File: config.mk
export PLATFORM = sky130hd
export DESIGN_NAME = vang_cell
export DESIGN_NICKNAME = d
export VERILOG_FILES = /design/src/rtl/core/vang_pkg.sv /design/src/rtl/core/vang_cell.sv
export SDC_FILE = /design/constraint.sdc
export NUM_CORES = 1
export LEC_CHECK = 0
export ABC_AREA = 1
export ABC_CLOCK_PERIOD_IN_PS = 6500
export BUFFER_PORTS_ARGS = -buffer_cell sky130_fd_sc_hd__buf_2
export CAP_MARGIN = 15
export CORE_MARGIN = 5
export CORE_UTILIZATION = 53
export CTS_BUF_LIST = sky130_fd_sc_hd__clkbuf_8 sky130_fd_sc_hd__clkbuf_16
export DETAILED_ROUTE_END_ITERATION = 10
export PLACE_DENSITY = 0.79
export SETUP_SLACK_MARGIN = 0.02
export SLEW_MARGIN = 20
export SYNTH_ARGS = -nofsm -noshare
export SYNTH_HDL_FRONTEND = slang
export SYNTH_SLANG_ARGS = --single-unit
export TNS_END_PERCENT = 5
File: constraint.sdc
create_clock -name clk -period 6.5 [get_ports clk]
set_input_delay 0.325 -clock clk [delete_from_list [all_inputs] [get_ports clk]]
set_output_delay 0.325 -clock clk [all_outputs]
set_load 0.03 [all_outputs]
File: src/rtl/core/vang_pkg.sv
// Shared constants and the arctangent table for the vector angle block.
package vang_pkg;

	localparam int ANGLE_WIDTH = 16;
	localparam int Z_WIDTH     = 35;
	localparam int ATAN_DEPTH  = 32;

	localparam logic signed [Z_WIDTH-1:0] PI_2_Q32 = 35'sd6746518852;
	localparam logic signed [Z_WIDTH-1:0] PI_Q32   = 35'sd13493037704;

	localparam logic [31:0] ATAN_Q32 [0:ATAN_DEPTH-1] = '{
		32'd3373259426, 32'd1991351318, 32'd1052175346, 32'd534100635,
		32'd268086748,  32'd134174063,  32'd67103403,   32'd33553749,
		32'd16777131,   32'd8388597,    32'd4194303,    32'd2097152,
		32'd1048576,    32'd524288,     32'd262144,     32'd131072,
		32'd65536,      32'd32768,      32'd16384,      32'd8192,
		32'd4096,       32'd2048,       32'd1024,       32'd512,
		32'd256,        32'd128,        32'd64,         32'd32,
		32'd16,         32'd8,          32'd4,          32'd2
	};

endpackage

File: src/rtl/core/vang_cell.sv
// One vectoring CORDIC iteration with its own pipeline register.
module vang_cell #(
	parameter int DW   = 35,
	parameter int STEP = 0
) (
	input  logic                                clk,
	input  logic                                arst_n,
	input  logic                                valid_up,
	output logic                                ready_up,
	input  logic signed [DW-1:0]                x_up,
	input  logic signed [DW-1:0]                y_up,
	input  logic signed [vang_pkg::Z_WIDTH-1:0] z_up,
	input  logic                                zero_up,
	output logic                                valid_dn,
	input  logic                                ready_dn,
	output logic signed [DW-1:0]                x_dn,
	output logic signed [DW-1:0]                y_dn,
	output logic signed [vang_pkg::Z_WIDTH-1:0] z_dn,
	output logic                                zero_dn
);
	import vang_pkg::*;

	localparam logic signed [Z_WIDTH-1:0] ATAN_STEP = Z_WIDTH'(ATAN_Q32[STEP]);

	logic                      valid_q;
	logic signed [DW-1:0]      x_q, y_q;
	logic signed [Z_WIDTH-1:0] z_q;
	logic                      zero_q;
	logic signed [DW-1:0]      dx, dy;

	assign ready_up = !valid_q || ready_dn;
	assign dx = y_up >>> STEP;
	assign dy = x_up >>> STEP;

	always_ff @(posedge clk or negedge arst_n) begin
		if (!arst_n) begin
			valid_q <= 1'b0;
		end else if (ready_up) begin
			valid_q <= valid_up;
		end
	end

	always_ff @(posedge clk) begin
		if (valid_up && ready_up) begin
			zero_q <= zero_up;
			if (!y_up[DW-1]) begin
				x_q <= x_up + dx;
				y_q <= y_up - dy;
				z_q <= z_up + ATAN_STEP;
			end else begin
				x_q <= x_up - dx;
				y_q <= y_up + dy;
				z_q <= z_up - ATAN_STEP;
			end
		end
	end

	assign valid_dn = valid_q;
	assign x_dn     = x_q;
	assign y_dn     = y_q;
	assign z_dn     = z_q;
	assign zero_dn  = zero_q;

endmodule

==> flow_metrics.py <==
metrics = {
    "run_status": {
        "run_status": "complete, no violations",
    },
    "cts": {
        "cts_buffer_depth": 2,
        "cts_resized": 0,
        "path_clk_slew_ps": 90,
        "clock_latency_ps": 390,
        "h-tree-depth": 3,
        "root_buffer": "clkbuf_16",
        "post_cts_buffers": 0,
        "clkSinkCount": 106,
        "cts-buffers-inserted": 9,
        "cts_tree": "done",
    },
    "setup_path": {
        "critPathRequiredTime_ps": 6630,
        "critical_path_class": "in -> reg",
        "cp-end-kind": "flop",
        "cp-start-kind": "input pin",
        "r2r_slack_ps": 4700,
        "cp.arrival_ps": 3270,
        "critPathMaxFanout": 63,
    },
    "detailed_routing": {
        "vias": 13817,
        "vias_per_cell": 5.73,
        "drc_errors": 0,
        "routed_wirelength_um": 44200,
        "first_pass_iters": 6,
        "avgRoutedWirePerCell_um": 18.3,
        "ant_nets": 0,
        "drt_iter0_drc": 1378,
    },
    "synthesis": {
        "synth_ff_type": "edfxtp_1",
        "yosysWarnings": 0,
        "avgSynthCellArea_um2": 6.63,
        "synth_edf_count": 105,
        "ys_types": 50,
        "synth-seq-area-share": 0.252,
        "syn_nets": 2148,
        "synthArstFlopShare": 0.00943,
        "syn_inst": 1900,
        "syn-cell-area_um2": 12600,
        "synth.ff_latch_count": 106,
    },
    "grt": {
        "grt_pass1_wl_um": 67800,
        "grt_pass1_vias": 13164,
        "grt_max_degree": 73,
        "antenna_found_initial": 1,
        "grt_remaining_overflow": 0,
        "grt_usage": 0.321,
    },
    "finish": {
        "areaGrowthSynthToFinish_pct": 12.5,
        "layout-drive-gt1-share": 0.137,
        "utilization": 0.606,
        "fillers": 2287,
        "diodes": 0,
        "fin_nets": 2337,
        "final_area_um2": 14200,
    },
    "pwr": {
        "p_switching_w": 0.00120,
        "p_per_area_nw_per_um2": 190,
        "seqPwrFrac": 0.325,
        "internal_power_w": 0.00149,
        "pwr-share-clk": 0.221,
        "combinationalPowerShare": 0.454,
        "power_leakage_nw": 7.13,
        "vdd_drop_max_mv": 0.106,
        "swShare": 0.446,
    },
    "floorplan": {
        "initial_core_util": 0.538,
        "dieHeight_um": 164,
        "pin_count": 218,
        "chipWidth_um": 164,
        "coreArea_um2": 23400,
        "die-area_um2": 26900,
        "rows": 56,
    },
    "min_path": {
        "hp-class": "in -> reg",
    },
    "sta": {
        "fin_crit_ps": 3140,
        "drv_slew": 0,
        "fin_tns_setup_ps": 0,
        "tightest_slew_ps": 984,
        "setup_ws_ps": 3360,
        "finalHoldViolations": 0,
        "period_share": 0.484,
        "rsz0062_at_grt": "false",
        "slew_headroom": 0.344,
        "finalSetupViolCount": 0,
        "fmax_mhz": 318,
        "finClkSkew_ps": 13.5,
    },
    "placement": {
        "dpl.hpwl_um": 36600,
        "pre_cts_ws_ps": 3100,
        "gp_congestion": 1.01,
        "port_buffers": 217,
        "placed_area_um2": 13800,
    },
    "run": {
        "cap_violations": 0,
    },
}
## state kept, by name, indices dropped and copies added, names as in the netlist
name and cells:
z_dn 35, valid_dn 1, x_dn 34, y_dn 35, zero_dn 1
## final timing paths
| check | depth (start not counted) | endpoint | start |
|---|---|---|---|
| worst max-delay path | 10 | z_dn[23] | y_up[34] |
| worst min-delay path | 1 | z_dn[0] | z_up[0] |
| worst max register to register | 2 | x_dn[34] | valid_dn |
| worst min register to register | 2 | valid_dn | valid_dn |
| max in group asynchronous | 2 | valid_dn | arst_n |
| min in group asynchronous | 2 | valid_dn | arst_n |
## worst max-delay path, cell delays in order
cell      delay [ps]
buf_2            420
buf_4            720
ha_1             410
a21oi_1          150
nand2_1          120
a21boi_0         450
o21ai_0          280
nand2_1          110
nand2_1           60
xor2_1           140
## cell families after synthesis
kind of cell             synth area share
buffers and inverters               0.101
adder cells (fa/ha/maj)             0.139
XOR/XNOR                           0.0320
flip-flops                          0.252
AND/OR/NAND/NOR                     0.310
AO/OA/AOI/OAI                       0.165
## layout by cell type (no fill, tap or decap), types with 19 or more instances in the layout
master	instances
nor2_1	174
o21bai_1	19
ha_1	134
xor2_1	37
buf_2	217
edfxtp_1	105
nand3_1	168
o21ai_1	29
o21ai_0	102
nand2_1	492
a21oi_1	175
inv_1	262
## power by group through the flow
stage	logic [W]	clock network [W]	registers, W
after floorplan	0.000699	0	0.00103
after global placement	0.00117	0	0.000889
after detailed placement	0.00119	0	0.000889
after CTS	0.00120	0.000606	0.000874
after global routing	0.00133	0.000642	0.000880
final	0.00122	0.000595	0.000874
## metrics by stage
stage,power [W],hold slack (ps),cells
floorplan,0.00173,29.4,1900
global placement,0.00206,101,2396
detailed placement,0.00208,102,2396
CTS,0.00268,110,2413
global route,0.00285,97.8,2413
finish,0.00269,116,2413
## cells in the mapped netlist (14+ instances only)
cell type,number,area (um2)
nand2_1,492,1850
inv_1,262,983
a21oi_1,176,881
nor2_1,174,653
nand3_1,168,841
ha_1,134,1680
edfxtp_1,105,3150
o21ai_0,102,510
xor2_1,37,324
o21ai_1,29,145
buf_4,20,150
o21bai_1,19,143
nand4_1,17,106
nor3_1,17,85.1
nand2_2,14,87.6
## cell type report
cell class | count | area [um2] | share of cell area
Inverter | 268 | 1010 | 0.0710
Clock inverter | 7 | 86.3 | 0.00609
Timing Repair Buffer | 222 | 1130 | 0.0795
Sequential cell | 106 | 3180 | 0.224
Multi-Input combinational cell | 1482 | 8150 | 0.575
Clock buffer | 9 | 225 | 0.0159
Tap cell | 319 | 399 | 0.0282
## routing by layer
layer,part of all wire,vias to the layer above,wire length (um),global-route usage
met5,0.00016,-,7,0
met4,0.041,2,1830,0.131
met1,0.42,6359,18700,0.430
met3,0.087,98,3850,0.0427
li1,-,6652,-,-
met2,0.45,706,19900,0.523
## what timing repair did
item	CTS	global route
hold buffers	1	0
endpoints found under the setup margin	0	0
endpoints found under the hold margin	1	0
Note: power is estimated with default switching activity, not from simulation.
