<file path="src/rtl/core/vang_pkg.sv">
// Shared constants and the arctangent table for the vector angle block.
package vang_pkg;

	localparam int ANGLE_WIDTH = 16;
	localparam int Z_WIDTH     = 35;
	localparam int ATAN_DEPTH  = 32;

	localparam logic signed [Z_WIDTH-1:0] PI_2_Q32 = 35'sd6746518852;
	localparam logic signed [Z_WIDTH-1:0] PI_Q32   = 35'sd13493037704;

	localparam logic [31:0] ATAN_Q32 [0:ATAN_DEPTH-1] = '{
		32'd3373259426, 32'd1991351318, 32'd1052175346, 32'd534100635,
		32'd268086748,  32'd134174063,  32'd67103403,   32'd33553749,
		32'd16777131,   32'd8388597,    32'd4194303,    32'd2097152,
		32'd1048576,    32'd524288,     32'd262144,     32'd131072,
		32'd65536,      32'd32768,      32'd16384,      32'd8192,
		32'd4096,       32'd2048,       32'd1024,       32'd512,
		32'd256,        32'd128,        32'd64,         32'd32,
		32'd16,         32'd8,          32'd4,          32'd2
	};

endpackage

</file>
<file path="src/rtl/core/vang_prep.sv">
// Front end: products, dot and cross, and the quadrant pre-rotation.
module vang_prep #(
	parameter int COORD_WIDTH = 16,
	parameter int DW          = 35
) (
	input  logic                            clk,
	input  logic                            arst_n,
	input  logic                            valid_up,
	output logic                            ready_up,
	input  logic signed [COORD_WIDTH-1:0]   x1,
	input  logic signed [COORD_WIDTH-1:0]   y1,
	input  logic signed [COORD_WIDTH-1:0]   x2,
	input  logic signed [COORD_WIDTH-1:0]   y2,
	output logic                            valid_dn,
	input  logic                            ready_dn,
	output logic signed [DW-1:0]            x_dn,
	output logic signed [DW-1:0]            y_dn,
	output logic signed [vang_pkg::Z_WIDTH-1:0] z_dn,
	output logic                            zero_dn
);
	import vang_pkg::*;

	localparam int PW  = 2 * COORD_WIDTH;
	localparam int PRE = (PW > 60) ? PW - 60 : 0;

	logic                 valid_s1, valid_s2, valid_s3;
	logic                 ready_s1, ready_s2, ready_s3;
	logic signed [PW-1:0] p_xx_s1, p_yy_s1, p_xy_s1, p_yx_s1;
	logic                 zero_s1, zero_s2, zero_s3;
	logic signed [DW-1:0] dot_s2, cross_s2;
	logic signed [DW-1:0] x_s3, y_s3;
	logic signed [Z_WIDTH-1:0] z_s3;
	logic signed [DW-1:0] s_xx, s_yy, s_xy, s_yx;
	logic signed [DW-1:0] abs_cross;

	assign ready_s3 = !valid_s3 || ready_dn;
	assign ready_s2 = !valid_s2 || ready_s3;
	assign ready_s1 = !valid_s1 || ready_s2;
	assign ready_up = ready_s1;

	always_ff @(posedge clk or negedge arst_n) begin
		if (!arst_n) begin
			valid_s1 <= 1'b0;
			valid_s2 <= 1'b0;
			valid_s3 <= 1'b0;
		end else begin
			if (ready_s1) valid_s1 <= valid_up;
			if (ready_s2) valid_s2 <= valid_s1;
			if (ready_s3) valid_s3 <= valid_s2;
		end
	end

	always_ff @(posedge clk) begin
		if (valid_up && ready_s1) begin
			p_xx_s1 <= PW'(x1) * PW'(x2);
			p_yy_s1 <= PW'(y1) * PW'(y2);
			p_xy_s1 <= PW'(x1) * PW'(y2);
			p_yx_s1 <= PW'(y1) * PW'(x2);
			zero_s1 <= ((x1 == '0) && (y1 == '0)) || ((x2 == '0) && (y2 == '0));
		end
	end

	assign s_xx = DW'(p_xx_s1 >>> PRE);
	assign s_yy = DW'(p_yy_s1 >>> PRE);
	assign s_xy = DW'(p_xy_s1 >>> PRE);
	assign s_yx = DW'(p_yx_s1 >>> PRE);

	always_ff @(posedge clk) begin
		if (valid_s1 && ready_s2) begin
			dot_s2   <= s_xx + s_yy;
			cross_s2 <= s_xy - s_yx;
			zero_s2  <= zero_s1;
		end
	end

	assign abs_cross = cross_s2[DW-1] ? -cross_s2 : cross_s2;

	always_ff @(posedge clk) begin
		if (valid_s2 && ready_s3) begin
			zero_s3 <= zero_s2;
			if (dot_s2[DW-1]) begin
				x_s3 <= abs_cross;
				y_s3 <= -dot_s2;
				z_s3 <= PI_2_Q32;
			end else begin
				x_s3 <= dot_s2;
				y_s3 <= abs_cross;
				z_s3 <= '0;
			end
		end
	end

	assign valid_dn = valid_s3;
	assign x_dn     = x_s3;
	assign y_dn     = y_s3;
	assign z_dn     = z_s3;
	assign zero_dn  = zero_s3;

endmodule

</file>
<file path="config.mk">
export PLATFORM = sky130hd
export DESIGN_NAME = vang_prep
export DESIGN_NICKNAME = d
export VERILOG_FILES = /design/src/rtl/core/vang_pkg.sv /design/src/rtl/core/vang_prep.sv
export SDC_FILE = /design/constraint.sdc
export NUM_CORES = 2
export LEC_CHECK = 0
export BUFFER_PORTS_ARGS = -buffer_cell sky130_fd_sc_hd__buf_2
export CELL_PAD_IN_SITES_DETAIL_PLACEMENT = 0
export CELL_PAD_IN_SITES_GLOBAL_PLACEMENT = 2
export CORE_ASPECT_RATIO = 1.25
export CORE_MARGIN = 1
export CORE_UTILIZATION = 46
export DETAILED_ROUTE_END_ITERATION = 8
export PLACE_DENSITY_LB_ADDON = 0.25
export SKIP_CTS_REPAIR_TIMING = 1
export SLEW_MARGIN = 10
export SYNTH_ARGS = -nofsm -noshare
export SYNTH_HDL_FRONTEND = slang
export SYNTH_SLANG_ARGS = --single-unit
</file>
<file path="constraint.sdc">
create_clock -name clk -period 9.9 [get_ports clk]
set_input_delay 1.485 -clock clk [delete_from_list [all_inputs] [get_ports clk]]
set_output_delay 1.485 -clock clk [all_outputs]
set_load 0.01 [all_outputs]
</file>
==> run summary <==
outcome: finished clean
Tcrit/Tclk final: 83.63%
share of layout cells above drive strength 1: 5.151%
Clock Path Buffers: 3
worst path arrival time: 8.52 ns
Placer Congestion: 0.8737
die area: 0.1172 mm2
DP HPWL: 118700 um
crit path max fanout: 20
DR iter-0 viols: 2028
Residual DRC: 0
H-tree levels: 2
register area: 0.008123 mm2
Critical Path RT: 10.14 ns
Die Ht: 382.5 um
Clock Sink Count: 271
WL/cell: 20.83 um
initial antenna violation count: 19
Yosys top cell area share: 39.46%
Worst Tran Pin Value: 1.272 ns
min-delay worst type: flop to flop
Avg Cell Area, Syn: 9.630 um2
Root Buffer: clkbuf_16
grt ovf: 0
register area share after synthesis: 15.25%
critical path's slowest cell: o311ai_0
synth cell count leaders: inv_1, fa_1, nand2_1
via/cell ratio: 5.267
Area Growth Syn to Fin: 5.749%
Clock Latency Late Sink: 0.58 ns
final max-slew violation count: 0
TritonCTS clock tree: done
RSZ-0062 raised after global routing: false
Syn Inst Count: 5532
final wirelength: 146600 um
Startpoint Class: input port
core outline area: 0.1148 mm2
Final min period: 8.279 ns
fin nets: 7039
Top FF cell, synth: edfxtp_1
synthesized flop and latch total: 271
CP endpoint kind: flop
DRT Pass-1 Iters: 5
Port Buf Inserts: 156
Yosys top cell by area: fa_1
final hold viol count: 0
pin count of the biggest net entering global routing: 112
area of the multi-input gates: 0.03958 mm2
vias in the first global route: 40171
count leader, synth: inv_1
Core Rows: 139
Crit Path Class: input port to flop
endpoints failing setup: 0
Die Wd: 306.4 um
Area contributors post-synth: fa_1, edfxtp_1, ha_1
GR Util All Layers: 26.21%
Yosys Warn Count: 0
asr flop ratio synth: 1.107%
CTS clk-pin slew, worst paths: 0.07 ns
Max-Cap Viols: 0
Post-synth EDFFs: 268
fill count: 10994
Setup TNS: 0 ns
Yosys cell types: 76
io pins: 176
Starting Density: 46.41%
Slew headroom: 14.14%
Mapped Area: 0.05327 mm2
first-pass GRT wire length: 232600 um
antenna viol nets, final: 0
DR vias: 37078
Peak Freq: 120.8 MHz
CP peak stage delay: 1.05 ns
TritonCTS Buffers: 34
skew final: 0.02940 ns
most used cell, CP: fa_1
crit-path cells: buf_2 > buf_4 > nand2_1 > fa_1 > fa_1 > fa_1 > fa_1 > inv_1 > fa_1 > fa_1 > ha_1 > o21ai_0 > o21bai_1 > o311ai_0 > a21oi_1 > o2111ai_1 > a41oi_1 > mux2i_1 > o2111ai_1
## worst paths after layout
kind / start / end / slack [ns] / depth (start not counted)
max in group asynchronous: arst_n / valid_s2 / 9.10 / 1
hold / removal: zero_s1 / zero_s2 / 0.46 / 0
min in group asynchronous: arst_n / valid_dn / 0.70 / 1
setup / recovery: x1[10] / p_xx_s1[30] / 1.62 / 19
setup reg to reg: p_xx_s1[12] / dot_s2[29] / 6.17 / 9
hold reg to reg: zero_s1 / zero_s2 / 0.46 / 0
## critical path: cells and delay by family
family,cells,cell delay [ns]
adders and majority gates,7,3.40
AOI/OAI and AO/OA,7,2.38
buffers and inverters,3,0.90
muxes,1,0.20
and+or+nand+nor,1,0.13
## cell type report
type                       instances  area share [%]
sequential                       271           14.42
tap                             1480           3.287
clock buffer                      37           1.530
clock inverter                    24          0.4420
timing repair buffer             199           1.959
antenna                            8         0.03554
multi-input combinational       3809           70.25
inverter                        1212           8.075
## routing by layer
| metal | part of all wire, % | track usage, % | vias to the layer above | wire (um) |
|---|---|---|---|---|
| met1 | 40 | 32.11 | 19161 | 58670 |
| met2 | 52 | 47.93 | 797 | 75960 |
| met3 | 4.3 | 2.702 | 157 | 6331 |
| li1 | - | - | 16953 | - |
| met4 | 3.8 | 8.528 | 10 | 5614 |
| met5 | 0.043 | 0 | - | 63 |
## cells in the final DEF (no fill, tap or decap), types with 14 or more instances in the layout
master     instances
inv_1           1211
fa_1            1050
nand2_1          567
and2_1           511
ha_1             394
edfxtp_1         268
a21oi_1          170
nor2_1           169
xnor2_1          157
buf_2            156
o21ai_0          130
xor2_1            78
a21o_1            53
nand2b_1          50
nor3_1            44
buf_4             43
nand3_1           36
clkbuf_16         34
nor4_1            31
o21a_1            28
conb_1            23
a211oi_1          22
o21bai_1          18
nor2b_1           18
o31ai_1           17
o211ai_1          15
nand4_1           15
and3_1            14
## flip-flops by register name, indices dropped and copies added (netlist names)
register  flops
cross_s2     33
dot_s2       33
p_xx_s1      32
p_xy_s1      32
p_yx_s1      32
p_yy_s1      32
valid_dn      1
valid_s1      1
valid_s2      1
x_dn         35
y_dn         35
z_dn          1
zero_dn       1
zero_s1       1
zero_s2       1
## cell families (layout without fill, tap and decap cells)
kind of cell | after synthesis | count (layout) | share of synthesized area (%)
DFF | 271 | 271 | 15.25
buffers and inverters | 1474 | 1472 | 10.63
AOI/OAI and AO/OA | 572 | 572 | 6.886
other | 1 | 31 | 0.007039
and+or+nand+nor | 1525 | 1525 | 14.47
muxes | 10 | 10 | 0.1926
adders and majority gates | 1444 | 1444 | 48.71
xor gates and xnor gates | 235 | 235 | 3.864
## through the flow
step                      hold slack, ns  worst slack [ns]  std cells  util [%]  area, um2
after floorplan                   0.4003             2.731       5554         -      53360
after global placement            0.4110             1.196       6971     48.09      55210
after detailed placement          0.4362             1.011       6971     48.09      55210
after CTS                         0.4518             1.621       7032     49.06      56320
after global routing              0.4608             1.395       7032     49.06      56320
final                             0.4599             1.621       7040     49.08      56340
Power is left out: the tool's default activity adds up to more than one toggle a clock period on the data nets, which glitch-free logic cannot reach.
