<file path="src/rtl/core/vang_pkg.sv">
// Shared constants and the arctangent table for the vector angle block.
package vang_pkg;

	localparam int ANGLE_WIDTH = 16;
	localparam int Z_WIDTH     = 35;
	localparam int ATAN_DEPTH  = 32;

	localparam logic signed [Z_WIDTH-1:0] PI_2_Q32 = 35'sd6746518852;
	localparam logic signed [Z_WIDTH-1:0] PI_Q32   = 35'sd13493037704;

	localparam logic [31:0] ATAN_Q32 [0:ATAN_DEPTH-1] = '{
		32'd3373259426, 32'd1991351318, 32'd1052175346, 32'd534100635,
		32'd268086748,  32'd134174063,  32'd67103403,   32'd33553749,
		32'd16777131,   32'd8388597,    32'd4194303,    32'd2097152,
		32'd1048576,    32'd524288,     32'd262144,     32'd131072,
		32'd65536,      32'd32768,      32'd16384,      32'd8192,
		32'd4096,       32'd2048,       32'd1024,       32'd512,
		32'd256,        32'd128,        32'd64,         32'd32,
		32'd16,         32'd8,          32'd4,          32'd2
	};

endpackage

</file>
<file path="src/rtl/core/vang_out.sv">
// Output stage: clamp to 0..pi, round to the output format, hold the result.
module vang_out #(
	parameter int ANGLE_FRAC_BITS = 14
) (
	input  logic                                  clk,
	input  logic                                  arst_n,
	input  logic                                  valid_up,
	output logic                                  ready_up,
	input  logic signed [vang_pkg::Z_WIDTH-1:0]   z_up,
	input  logic                                  zero_up,
	output logic                                  valid_dn,
	input  logic                                  ready_dn,
	output logic [vang_pkg::ANGLE_WIDTH-1:0]      angle,
	output logic                                  zero_vector
);
	import vang_pkg::*;

	localparam int DROP = 32 - ANGLE_FRAC_BITS;
	localparam logic [Z_WIDTH:0] HALF = (Z_WIDTH + 1)'(1) << (DROP - 1);
	localparam logic [Z_WIDTH:0] PI_ROUND =
		(({1'b0, PI_Q32}) + HALF) >> DROP;

	logic                        valid_q;
	logic [ANGLE_WIDTH-1:0]      angle_q;
	logic                        zero_q;
	logic signed [Z_WIDTH-1:0]   z_clamp;
	logic [Z_WIDTH:0]            z_round;

	always_comb begin
		if (z_up[Z_WIDTH-1]) begin
			z_clamp = '0;
		end else if (z_up > PI_Q32) begin
			z_clamp = PI_Q32;
		end else begin
			z_clamp = z_up;
		end
	end

	assign z_round  = ({1'b0, z_clamp} + HALF) >> DROP;
	assign ready_up = !valid_q || ready_dn;

	always_ff @(posedge clk or negedge arst_n) begin
		if (!arst_n) begin
			valid_q <= 1'b0;
		end else if (ready_up) begin
			valid_q <= valid_up;
		end
	end

	always_ff @(posedge clk) begin
		if (valid_up && ready_up) begin
			zero_q  <= zero_up;
			angle_q <= zero_up ? '0 : z_round[ANGLE_WIDTH-1:0];
		end
	end

	assign valid_dn    = valid_q;
	assign angle       = angle_q;
	assign zero_vector = zero_q;

`ifndef NO_ASSERTIONS
	a_zero_gives_zero_angle: assert property (@(posedge clk) disable iff (!arst_n)
		valid_q && zero_q |-> angle_q == '0)
		else $error("zero vector result with non-zero angle");

	a_angle_within_pi: assert property (@(posedge clk) disable iff (!arst_n)
		valid_q && (ANGLE_FRAC_BITS <= 14) |-> (Z_WIDTH + 1)'(angle_q) <= PI_ROUND)
		else $error("angle beyond pi");

	a_transfer_reaches_output: assert property (@(posedge clk) disable iff (!arst_n)
		valid_up && ready_up |=> valid_q)
		else $error("accepted item lost at output stage");
`endif

endmodule

</file>
<file path="config.mk">
export PLATFORM = sky130hd
export DESIGN_NAME = vang_out
export DESIGN_NICKNAME = d
export VERILOG_FILES = /design/src/rtl/core/vang_pkg.sv /design/src/rtl/core/vang_out.sv
export SDC_FILE = /design/constraint.sdc
export NUM_CORES = 1
export LEC_CHECK = 0
export BUFFER_PORTS_ARGS = -buffer_cell sky130_fd_sc_hd__clkbuf_2
export CAP_MARGIN = 20
export CORE_MARGIN = 3
export CORE_UTILIZATION = 29
export CTS_CLUSTER_SIZE = 12
export DETAILED_ROUTE_END_ITERATION = 8
export PLACE_DENSITY = 0.61
export RECOVER_POWER = 25
export SYNTH_ARGS = -nofsm -noshare
export SYNTH_HDL_FRONTEND = slang
export SYNTH_SLANG_ARGS = --single-unit
</file>
<file path="constraint.sdc">
create_clock -name clk -period 1.4 [get_ports clk]
set_clock_uncertainty 0.15 [all_clocks]
set_input_delay 0.42 -clock clk [delete_from_list [all_inputs] [get_ports clk]]
set_output_delay 0.42 -clock clk [all_outputs]
set_load 0.02 [all_outputs]
</file>
==> metrics.md, run 1 <==
| Metric | Value |
|---|---|
| Status | `finished with violations` |
| Failing checks | `setup timing` |
| Largest net degree at the start of global routing | `18` |
| R2r worst-path depth | `3` |
| Crit path largest cell delay | `0.51 ns` |
| EDFF count, synth | `17` |
| Core Footprint | `0.003771 sq mm` |
| Top Family by Delay on Critical Path | `simple AND/OR/NAND/NOR gates` |
| Post-synthesis cell type count | `35` |
| Synth Register Bits | `18` |
| DR iter-0 viols | `between 40 and 50` |
| Number of clock sinks | `18` |
| Hold Startpoint | `valid_up` |
| Initial antenna violation count | `0` |
| R2R Setup Slk | `0.01 ns` |
| Hold Path Sink | `valid_dn` |
| I/O pins | `between 50 and 60` |
| Mapped Area | `~0.0012 sq mm` |
| DRT Pass-1 Iters | `4` |
| GRT Resource Usage Total | `14.23%` |
| Worst hold margin | `0.2759 ns` |
| Area grow syn2layout | `75.21%` |
| Top cells by count, synth | `17 x edfxtp_1, 16 x nor2_1, 9 x nand2_1, 7 x nand3_1, 7 x xor2_1` |
| Antenna Nets Post-Route | `0` |
| Synth area leaders | `edfxtp_1 43%, xor2_1 5.2%, nor2_1 5.1%` |
| Post-route worst setup slack | `-1.682 ns` |
| DP Area | `0.001799 sq mm` |
| Asr flop ratio synth | `5.556%` |
| Ys Warns | `0` |
| Period utilisation layout | `220.2%` |
| Count leader, synth | `edfxtp_1` |
| Gr ovfl total | `0` |
| Critical Path Fanout Max | `3` |
| Final slew viol count | `0` |
| Setup Viol. Count Final | `17` |
| Hold depth | `2` |
| Antenna cells | `0` |
| Fmax | `0.3244 GHz` |
| Crit path top cell by count | `or4_1` |
| Via-to-Cell Ratio | `4.704` |
| Skew-Pair Late Insertion Delay | `0.25 ns` |
| Std cell rows | `22` |
| Vias | `roughly 1,300` |
| WS Path Type | `in2reg` |
| NumNets Final | `roughly 270` |
| Worst IR drop on VDD | `0.2613 mV` |
| CTS tree | `yes` |
| H-tree depth | `1` |
| Clock-pin slew on the worst setup and hold paths | `0.07 ns` |
| IO Port Bufs | `58` |
| Fraction of layout cells with a size suffix above 1 | `56.19%` |
| Critical path's slowest cell | `or4_4` |
| Cells along the critical path | `buf_6 > or4_4 > or4_1 > or4_1 > a211o_1 > o21ai_2 > ha_4 > nand3_4 > nor2_4 > and2_4 > xnor2_2 > nor2_1` |
| Post-Place Setup Slack | `-2.102 ns` |
| RR Startpoint | `valid_dn` |
| Die footprint | `0.004856 sq mm` |
| Leak | `between 0.9 and 1 nW` |
| Buffer and inverter count on the worst path | `1` |
| Die X | `69.69 um` |
| Die Y | `69.69 um` |
| Max-slew headroom | `between 70% and 80%` |
| Aggregate routed wire length | `3445 um` |
| Largest area contributor in the netlist | `edfxtp_1` |
| Sum Neg Setup Slack | `-23.66 ns` |
| Vias in the first global route | `between 1,000 and 1,500` |
| Placer Congestion | `0.8237` |
| Setup crit start kind | `input pin` |
| CP arrival | `2.95 ns` |
| DP HPWL | `around 2600 um` |
| CTS Buffer Depth | `2` |
| Min Tclk post-route | `between 3 and 4 ns` |
| Drt wl/cell | `around 13 um` |
| Seq/Total Area, Yosys | `between 40% and 50%` |
| Initial Util | `31.19%` |
| DRC Markers | `0` |
| Syn_area_per_cell | `9.562 sq um` |
| Design Area, Final | `0.002061 sq mm` |
| Crit. End Element | `flip-flop` |
| Final hold violation count | `0` |
| Worst Tran Pin Value | `between 0.3 and 0.4 ns` |
| CTS root buf | `clkbuf_8` |
| WP data required | `1.26 ns` |
| Pwr Density | `678.7 mW/mm^2` |
| Syn Inst Count | `around 120` |
| Area share of the largest cell type after synthesis | `between 40% and 50%` |
| Global-route wire length before repair | `5727 um` |
| MaxCap Viol Count | `0` |
| Main synth FF type | `edfxtp_1` |
| Cts bufs inserted | `3` |
| Unrepaired setup endpoints after global routing | `true` |
| R2r endpoint | `angle[10]` |
| Worst min path class | `in2reg` |
| Mapped Nets | `164` |
-- what timing repair did --
action | 4_1_cts | 5_1_grt
pin swaps | 10 | 11
resized for setup | 14 | 19
hold endpoints to repair | 1 | 0
cloned | 0 | 1
setup buffers | 4 | 3
setup endpoints to repair | 18 | 23
hold buffers | 1 | 0
-- cells in the final DEF, fill, tap and decap left out, drive strengths merged, types with 5 or more instances in the layout --
cell	n
nand3	7
nand4	6
and2	5
nand2	9
edfxtp	17
nor2	16
o21ai	5
xor2	7
buf	44
clkbuf	60
nand2b	5
-- worst register-to-register path, cell delays in order (launching register included) --
cell      delay, ns
dfrtp_1        0.40
nand2b_2       0.10
clkbuf_1       0.17
and2_2         0.28
-- kinds of logic after synthesis --
kind of cell	count (synthesis)	synth area share [%]
and+or+nand+nor	71	33.09
AOI/OAI and AO/OA	14	7.767
muxes	2	1.702
buffers and inverters	6	2.659
adders and majority gates	1	1.064
DFF	18	45.53
xor gates and xnor gates	11	8.191
-- worst max-delay path by stage --
stage / startpoint / endpoint / cells past startpoint
after floorplan: z_up[31] / angle[13] / 12
after global placement: z_up[31] / angle[13] / 12
after detailed placement: z_up[31] / angle[13] / 12
after CTS: z_up[27] / angle[13] / 12
after global routing: z_up[27] / angle[13] / 12
final: z_up[27] / angle[13] / 12
-- metrics by stage --
step                      total power, mW  util [%]  cells
after floorplan                    0.7991         -    123
after global placement             0.9875     47.71    261
after detailed placement           0.9916     47.71    261
after CTS                           1.376     51.36    270
after global routing                1.463     54.64    274
final                               1.399     54.64    274
-- routing by layer --
metal / part of all wire [%] / wire length (um) / track usage [%] / up-vias
li1: - / - / - / 657
met1: 42 / 1439 / 17.01 / 582
met2: 51 / 1746 / 25.21 / 45
met3: 5.7 / 198 / 1.739 / 5
met4: 1.8 / 61 / 6.596 / 0
met5: 0 / 0 / 0 / -
-- cell type report --
class | instances | area [sq um]
Fill cell | 337 | 1710
Tap cell | 48 | 60.06
Sequential cell | 18 | 535.5
Multi-Input combinational cell | 100 | 748.2
Clock buffer | 4 | 45.04
Inverter | 3 | 11.26
Timing Repair Buffer | 101 | 660.6
-- registers in the layout (all words and copies together), names as in the netlist --
register,count
valid_dn,1
zero_vector,1
angle,16
-- power by group --
group,switching [mW],internal [mW],leakage (nW)
Combinational,0.199,0.203,0.724
Clock,0.160,0.202,0.0228
Sequential,0.00832,0.626,0.179
Total,0.367,1.03,0.926
Note: power is estimated with default switching activity, not from simulation.
==> run 2: changes to the inputs <==
Settings changed: REMOVE_ABC_BUFFERS set to 1.
==> metrics.md, run 2 (synthesis results as in run 1) <==
| Metric | Value |
|---|---|
| Final slew viol count | `0 (unchanged)` |
| Gr ovfl total | `0 (unchanged)` |
| Via-to-Cell Ratio | `4.769 (+1.4%)` |
| CP arrival | `2.98 ns (+0.03 ns)` |
| Antenna cells | `0 (unchanged)` |
| MaxCap Viol Count | `0 (unchanged)` |
| Pwr Density | `684.1 mW/mm^2 (+0.80%)` |
| Skew-Pair Late Insertion Delay | `0.24 ns (about the same)` |
| Global-route wire length before repair | `5430 um (-5.2%)` |
| Vias in the first global route | `1,318 (-0.23%)` |
| Setup crit start kind | `input pin` |
| Post-Place Setup Slack | `-2.144 ns (-0.04264 ns)` |
| Setup Viol. Count Final | `17 (unchanged)` |
| Worst hold margin | `0.2362 ns (-0.03964 ns)` |
| CTS tree | `yes` |
| DP Area | `0.001804 sq mm (+0.28%)` |
| DR iter-0 viols | `87 (+110%)` |
| Fillers | `321 (-4.7%)` |
| Min Tclk post-route | `3.135 ns (+0.05277 ns)` |
| Critical Path Fanout Max | `3 (unchanged)` |
| Status | `finished with violations` |
| IO Port Bufs | `58 (unchanged)` |
| Initial Util | `31.19% (unchanged)` |
| Initial antenna violation count | `0 (unchanged)` |
| Unrepaired setup endpoints after global routing | `true` |
| Total power | `1.399 mW (about the same)` |
| Max-slew headroom | `74.00% (-4.1 points)` |
| DP HPWL | `2656 um (+1.0%)` |
| Leak | `0.9209 nW (-0.53%)` |
| Fin util | `54.21% (-0.43 points)` |
| Cts bufs inserted | `3 (unchanged)` |
| Die Y | `69.69 um (unchanged)` |
| Worst min path class | `in2reg` |
| DRC Markers | `0 (unchanged)` |
| Number of flip-flops under the largest register name | `16 (unchanged)` |
| Post-route worst setup slack | `-1.735 ns (-0.05277 ns)` |
| Die footprint | `0.004856 sq mm (unchanged)` |
| Vias | `1,302 (+1.0%)` |
| Die X | `69.69 um (unchanged)` |
| CTS Buffer Depth | `2 (unchanged)` |
| Drt wl/cell | `12.20 um (-3.0%)` |
| H-tree depth | `1 (unchanged)` |
| Fmax | `0.3190 GHz (-1.7%)` |
| Number of clock sinks | `18 (unchanged)` |
| WS Path Type | `in2reg` |
| Std cell rows | `22 (unchanged)` |
| Area grow syn2layout | `73.83%` |
| WP data required | `1.24 ns (-0.02 ns)` |
| Fraction of layout cells with a size suffix above 1 | `56.00% (-0.19 points)` |
| NumNets Final | `267 (-0.37%)` |
| Worst IR drop on VDD | `0.2719 mV (+4.1%)` |
| Aggregate routed wire length | `3330 um (-3.3%)` |
| Crit. End Element | `flip-flop` |
| Most common cell after layout, fill and taps aside | `clkbuf_2` |
| Period utilisation layout | `223.9% (+3.8 points)` |
| Final hold violation count | `0 (unchanged)` |
| Worst Tran Pin Value | `0.3900 ns (+0.06574 ns)` |
| Core Footprint | `0.003771 sq mm (unchanged)` |
| Failing checks | `setup timing` |
| Antenna Nets Post-Route | `0 (unchanged)` |
| Clock-pin slew on the worst setup and hold paths | `0.06 ns (about the same)` |
| Design Area, Final | `0.002044 sq mm (-0.79%)` |
| DRT Pass-1 Iters | `4 (unchanged)` |
| I/O pins | `59 (unchanged)` |
| CTS root buf | `clkbuf_8` |
| Largest net degree at the start of global routing | `18 (unchanged)` |
| Most frequent cells in the layout | `55 x clkbuf_2, 38 x buf_4, 17 x edfxtp_1, 14 x nor2_1, 9 x nand2_1` |
| Placer Congestion | `0.8021 (-2.6%)` |
| GRT Resource Usage Total | `13.35% (-0.88 points)` |
==> run 2: timing repair <==
action	in CTS	in global routing
setup endpoints to repair	17	34
gates cloned	0	1
hold endpoints to repair	1	0
pin swaps	9	7
setup buffers	3	0
hold buffers	1	0
gates resized for setup	20	12
==> run 2: per-stage QoR <==
step | std cells | setup TNS, ns
2_1_floorplan | 120 | -31.72
3_3_place_gp | 264 | -29.47
3_5_place_dp | 264 | -29.57
4_1_cts | 272 | -23.31
5_1_grt | 273 | -25.98
6_report | 273 | -24.40
==> run 2: per-layer routing <==
metal  GRT usage [%]  share of wire, %  vias up  wire [um]
met5               0                 0        -          0
met4           5.319               1.9        0         63
met3           2.464               5.9        8        196
met2           24.36                52       50       1735
met1           15.21                40      583       1333
li1                -                 -      661          -
==> run 2: final cells by class <==
type                       count  area [sq um]  area share, %
inverter                       3         11.26         0.5508
sequential                    18         535.5          26.19
tap                           48         60.06          2.938
clock buffer                   4         45.04          2.203
multi-input combinational     99         729.5          35.68
timing repair buffer         101         663.1          32.44
==> run 2: where the power goes <==
group | switching, mW | internal [mW] | leakage (nW)
Clock | 0.159 | 0.201 | 0.0228
Sequential | 0.00783 | 0.626 | 0.179
Combinational | 0.197 | 0.207 | 0.719
Total | 0.364 | 1.04 | 0.921
==> run 2: worst max-delay path, stage by stage <==
cell	delay, ns
buf_6	0.09
or4_4	0.53
or4_1	0.40
or4_1	0.41
a211o_1	0.35
o21ai_2	0.07
ha_2	0.21
nand3_4	0.08
nor2_4	0.10
nand2_1	0.07
xor2_1	0.14
a21oi_1	0.10
==> run 2: path summary, 6_finish.rpt <==
path / from / end / slack, ns / cells after the start
worst min register to register: valid_dn / valid_dn / 0.52 / 3
worst max register to register: valid_dn / angle[7] / 0.03 / 4
worst min-delay path: valid_up / valid_dn / 0.24 / 2
worst max-delay path: z_up[27] / angle[11] / -1.73 / 12
min in group asynchronous: arst_n / valid_dn / 0.33 / 2
max in group asynchronous: arst_n / valid_dn / 0.69 / 2
==> run 3: changes to the inputs <==
Settings changed: CTS_CLUSTER_SIZE 12 to not set, PLACE_DENSITY 0.61 to 0.56.
==> metrics.md, run 3 (synthesis results as in run 1) <==
| Metric | Value |
|---|---|
| Status | `finished with violations` |
| Failing checks | `setup timing` |
| Hold Path Sink | `valid_dn` |
| RR Startpoint | `valid_dn` |
| Number of clock sinks | `18 (unchanged)` |
| Clock-pin slew on the worst setup and hold paths | `0.07 ns (about the same)` |
| NumNets Final | `271 (+1.5%)` |
| Critical Path Fanout Max | `4 (+1)` |
| Setup crit start kind | `input pin` |
| Fraction of layout cells with a size suffix above 1 | `54.59% (-1.4 points)` |
| Crit path top cell by count | `or4_1` |
| R2R Setup Slk | `0.01 ns (-0.02 ns)` |
| Most common cell after layout, fill and taps aside | `clkbuf_2` |
| Final hold violation count | `0 (unchanged)` |
| Post-route worst setup slack | `-1.779 ns (-0.04400 ns)` |
| Die footprint | `0.004856 sq mm (unchanged)` |
| Int Pwr | `1.043 mW (+0.71%)` |
| MaxCap Viol Count | `0 (unchanged)` |
| Die X | `69.69 um (unchanged)` |
| Unrepaired setup endpoints after global routing | `true` |
| Via-to-Cell Ratio | `4.834 (+1.4%)` |
| Sequential share of power | `44.4% (-0.9 points)` |
| Vias | `1,339 (+2.8%)` |
| Leak | `0.9432 nW (+2.4%)` |
| Fin cells | `277 (+1.5%)` |
| Area of the multi-input gates | `701.9 sq um (-3.8%)` |
| Cells along the critical path | `buf_6 > or4_1 > or4_1 > or4_1 > a211o_1 > o21ai_1 > ha_2 > nand3_4 > buf_4 > nor2_4 > xnor2_2 > nor2_1` |
| Most frequent cells in the layout | `54 x clkbuf_2, 36 x buf_4, 17 x edfxtp_1, 13 x nor2_1, 9 x nand2_1` |
| Worst min path class | `in2reg` |
| Sum Neg Setup Slack | `-25.71 ns (-1.310 ns)` |
| Fillers | `344 (+7.2%)` |
| Worst hold margin | `0.2267 ns (-0.009518 ns)` |
| Psw | `0.3859 mW (+6.1%)` |
| Initial Util | `31.19% (unchanged)` |
| Worst IR drop on VDD | `0.3019 mV (+11%)` |
| DRT Pass-1 Iters | `4 (unchanged)` |
| Vias in the first global route | `1,392 (+5.6%)` |
| Largest net degree at the start of global routing | `18 (unchanged)` |
| Area grow syn2layout | `77.13%` |
| CP arrival | `3.04 ns (+0.06 ns)` |
| Crit. End Element | `flip-flop` |
| Gr ovfl total | `0 (unchanged)` |
| Max-slew headroom | `79.64% (+5.6 points)` |
| Hold depth | `2 (unchanged)` |
| I/O pins | `59 (unchanged)` |
| Global-route wire length before repair | `6016 um (+11%)` |
| Placed instance count | `264 (unchanged)` |
| R2r endpoint | `angle[9]` |
| Setup Viol. Count Final | `17 (unchanged)` |
| GRT Resource Usage Total | `15.28% (+1.9 points)` |
| CTS Buffer Depth | `2 (unchanged)` |
| IO Port Bufs | `58 (unchanged)` |
| Number of flip-flops under the largest register name | `16 (unchanged)` |
| Skew-Pair Late Insertion Delay | `0.26 ns (+0.02 ns)` |
| WS Path Type | `in2reg` |
| DP HPWL | `2847 um (+7.2%)` |
| Core Footprint | `0.003771 sq mm (unchanged)` |
| Std cell rows | `22 (unchanged)` |
| FF+latch area | `535.5 sq um (unchanged)` |
| DRC Markers | `0 (unchanged)` |
| Clock power frac | `25.8% (about the same)` |
| CTS root buf | `clkbuf_8` |
| Min Tclk post-route | `3.179 ns (+0.04400 ns)` |
| Worst Tran Pin Value | `0.3012 ns (-0.08887 ns)` |
| R2r worst-path depth | `4 (unchanged)` |
| Critical path's slowest cell | `or4_1` |
| Die Y | `69.69 um (unchanged)` |
| Top Family by Delay on Critical Path | `simple AND/OR/NAND/NOR gates` |
| Power share of the combinational group | `29.8% (+0.9 points)` |
| Fmax | `0.3146 GHz (-1.4%)` |
| Fin util | `55.24% (+1.0 points)` |
| CTS tree | `yes` |
| Drt wl/cell | `13.49 um (+11%)` |
| Initial antenna violation count | `0 (unchanged)` |
| Placer Congestion | `0.8583 (+7.0%)` |
| Switching Fraction | `27.02% (+1.0 points)` |
| Final slew viol count | `0 (unchanged)` |
| DR iter-0 viols | `71 (-18%)` |
| Antenna Nets Post-Route | `0 (unchanged)` |
| H-tree depth | `1 (unchanged)` |
| Buffer and inverter count on the worst path | `2 (+1)` |
| Antenna cells | `0 (unchanged)` |
| Hold Startpoint | `valid_up` |
| Pwr Density | `685.7 mW/mm^2 (+0.22%)` |
| Cts bufs inserted | `3 (unchanged)` |
| Crit path largest cell delay | `0.50 ns (-0.03 ns)` |
| Period utilisation layout | `227.1% (+3.1 points)` |
| WP data required | `1.26 ns (+0.02 ns)` |
| Post-Place Setup Slack | `-2.187 ns (-0.04322 ns)` |
| Aggregate routed wire length | `3736 um (+12%)` |
## run 3: changes by cell type in the layout (fill, tap and decap cells not counted), sizes merged
cell,before,now
buf,41,45
clkinv,0,1
clkbuf,63,62
## run 3: what timing repair did
action	in CTS	in global routing
endpoints found under the hold margin	1	0
hold buffers	1	0
pin swaps	9	5
gates resized for setup	24	10
setup endpoints to repair	17	35
gates cloned	0	2
buffers inserted	7	2
## run 3: area by class of cell
cell class / count / area share (%)
flip-flops and latches: 18 / 25.71
inverters: 3 / 0.5405
well taps: 48 / 2.883
multi-input cells: 99 / 33.69
clock buffers: 3 / 1.982
clock inverters: 1 / 0.1802
repair buffers: 105 / 35.02
## run 3: power by group through the flow
stage,clock network [mW],logic [mW],registers [mW]
2_1_floorplan,0,0.0940,0.687
3_3_place_gp,0,0.343,0.644
3_5_place_dp,0,0.353,0.646
4_1_cts,0.368,0.392,0.635
5_1_grt,0.395,0.462,0.637
6_report,0.369,0.425,0.635
## run 3: how the worst max path moves through the flow
| stage | from | endpoint | cells past startpoint | slack (ns) |
|---|---|---|---|---|
| 3_3_place_gp | z_up[31] | angle[13] | 12 | -2.11 |
| 6_report | z_up[31] | angle[7] | 12 | -1.78 |
| 2_1_floorplan | z_up[31] | angle[13] | 11 | -2.04 |
| 5_1_grt | z_up[31] | angle[7] | 12 | -1.88 |
| 4_1_cts | z_up[31] | angle[13] | 12 | -1.72 |
| 3_5_place_dp | z_up[31] | angle[13] | 12 | -2.19 |
## run 3: through the flow
step                instance area, sq um  power (mW)
CTS                                 1992       1.395
detailed placement                  1804      0.9992
finish                              2083       1.428
global route                        2083       1.493
floorplan                           1156      0.7806
global placement                    1804      0.9870
## run 3: routing by layer
layer  GRT usage (%)  vias to the layer above  wire, um
li1                -                      665         -
met1           16.19                      605      1488
met2           27.65                       62      1915
met3           2.899                        7       239
met4           9.362                        0        92
met5               0                        -         0
## run 3: worst reg2reg max path, cell delays in order (launching register included)
cell and delay (ns):
dfrtp_1 0.38, nand2b_1 0.10, clkbuf_4 0.14, and2_4 0.18
clkbuf_16 0.16
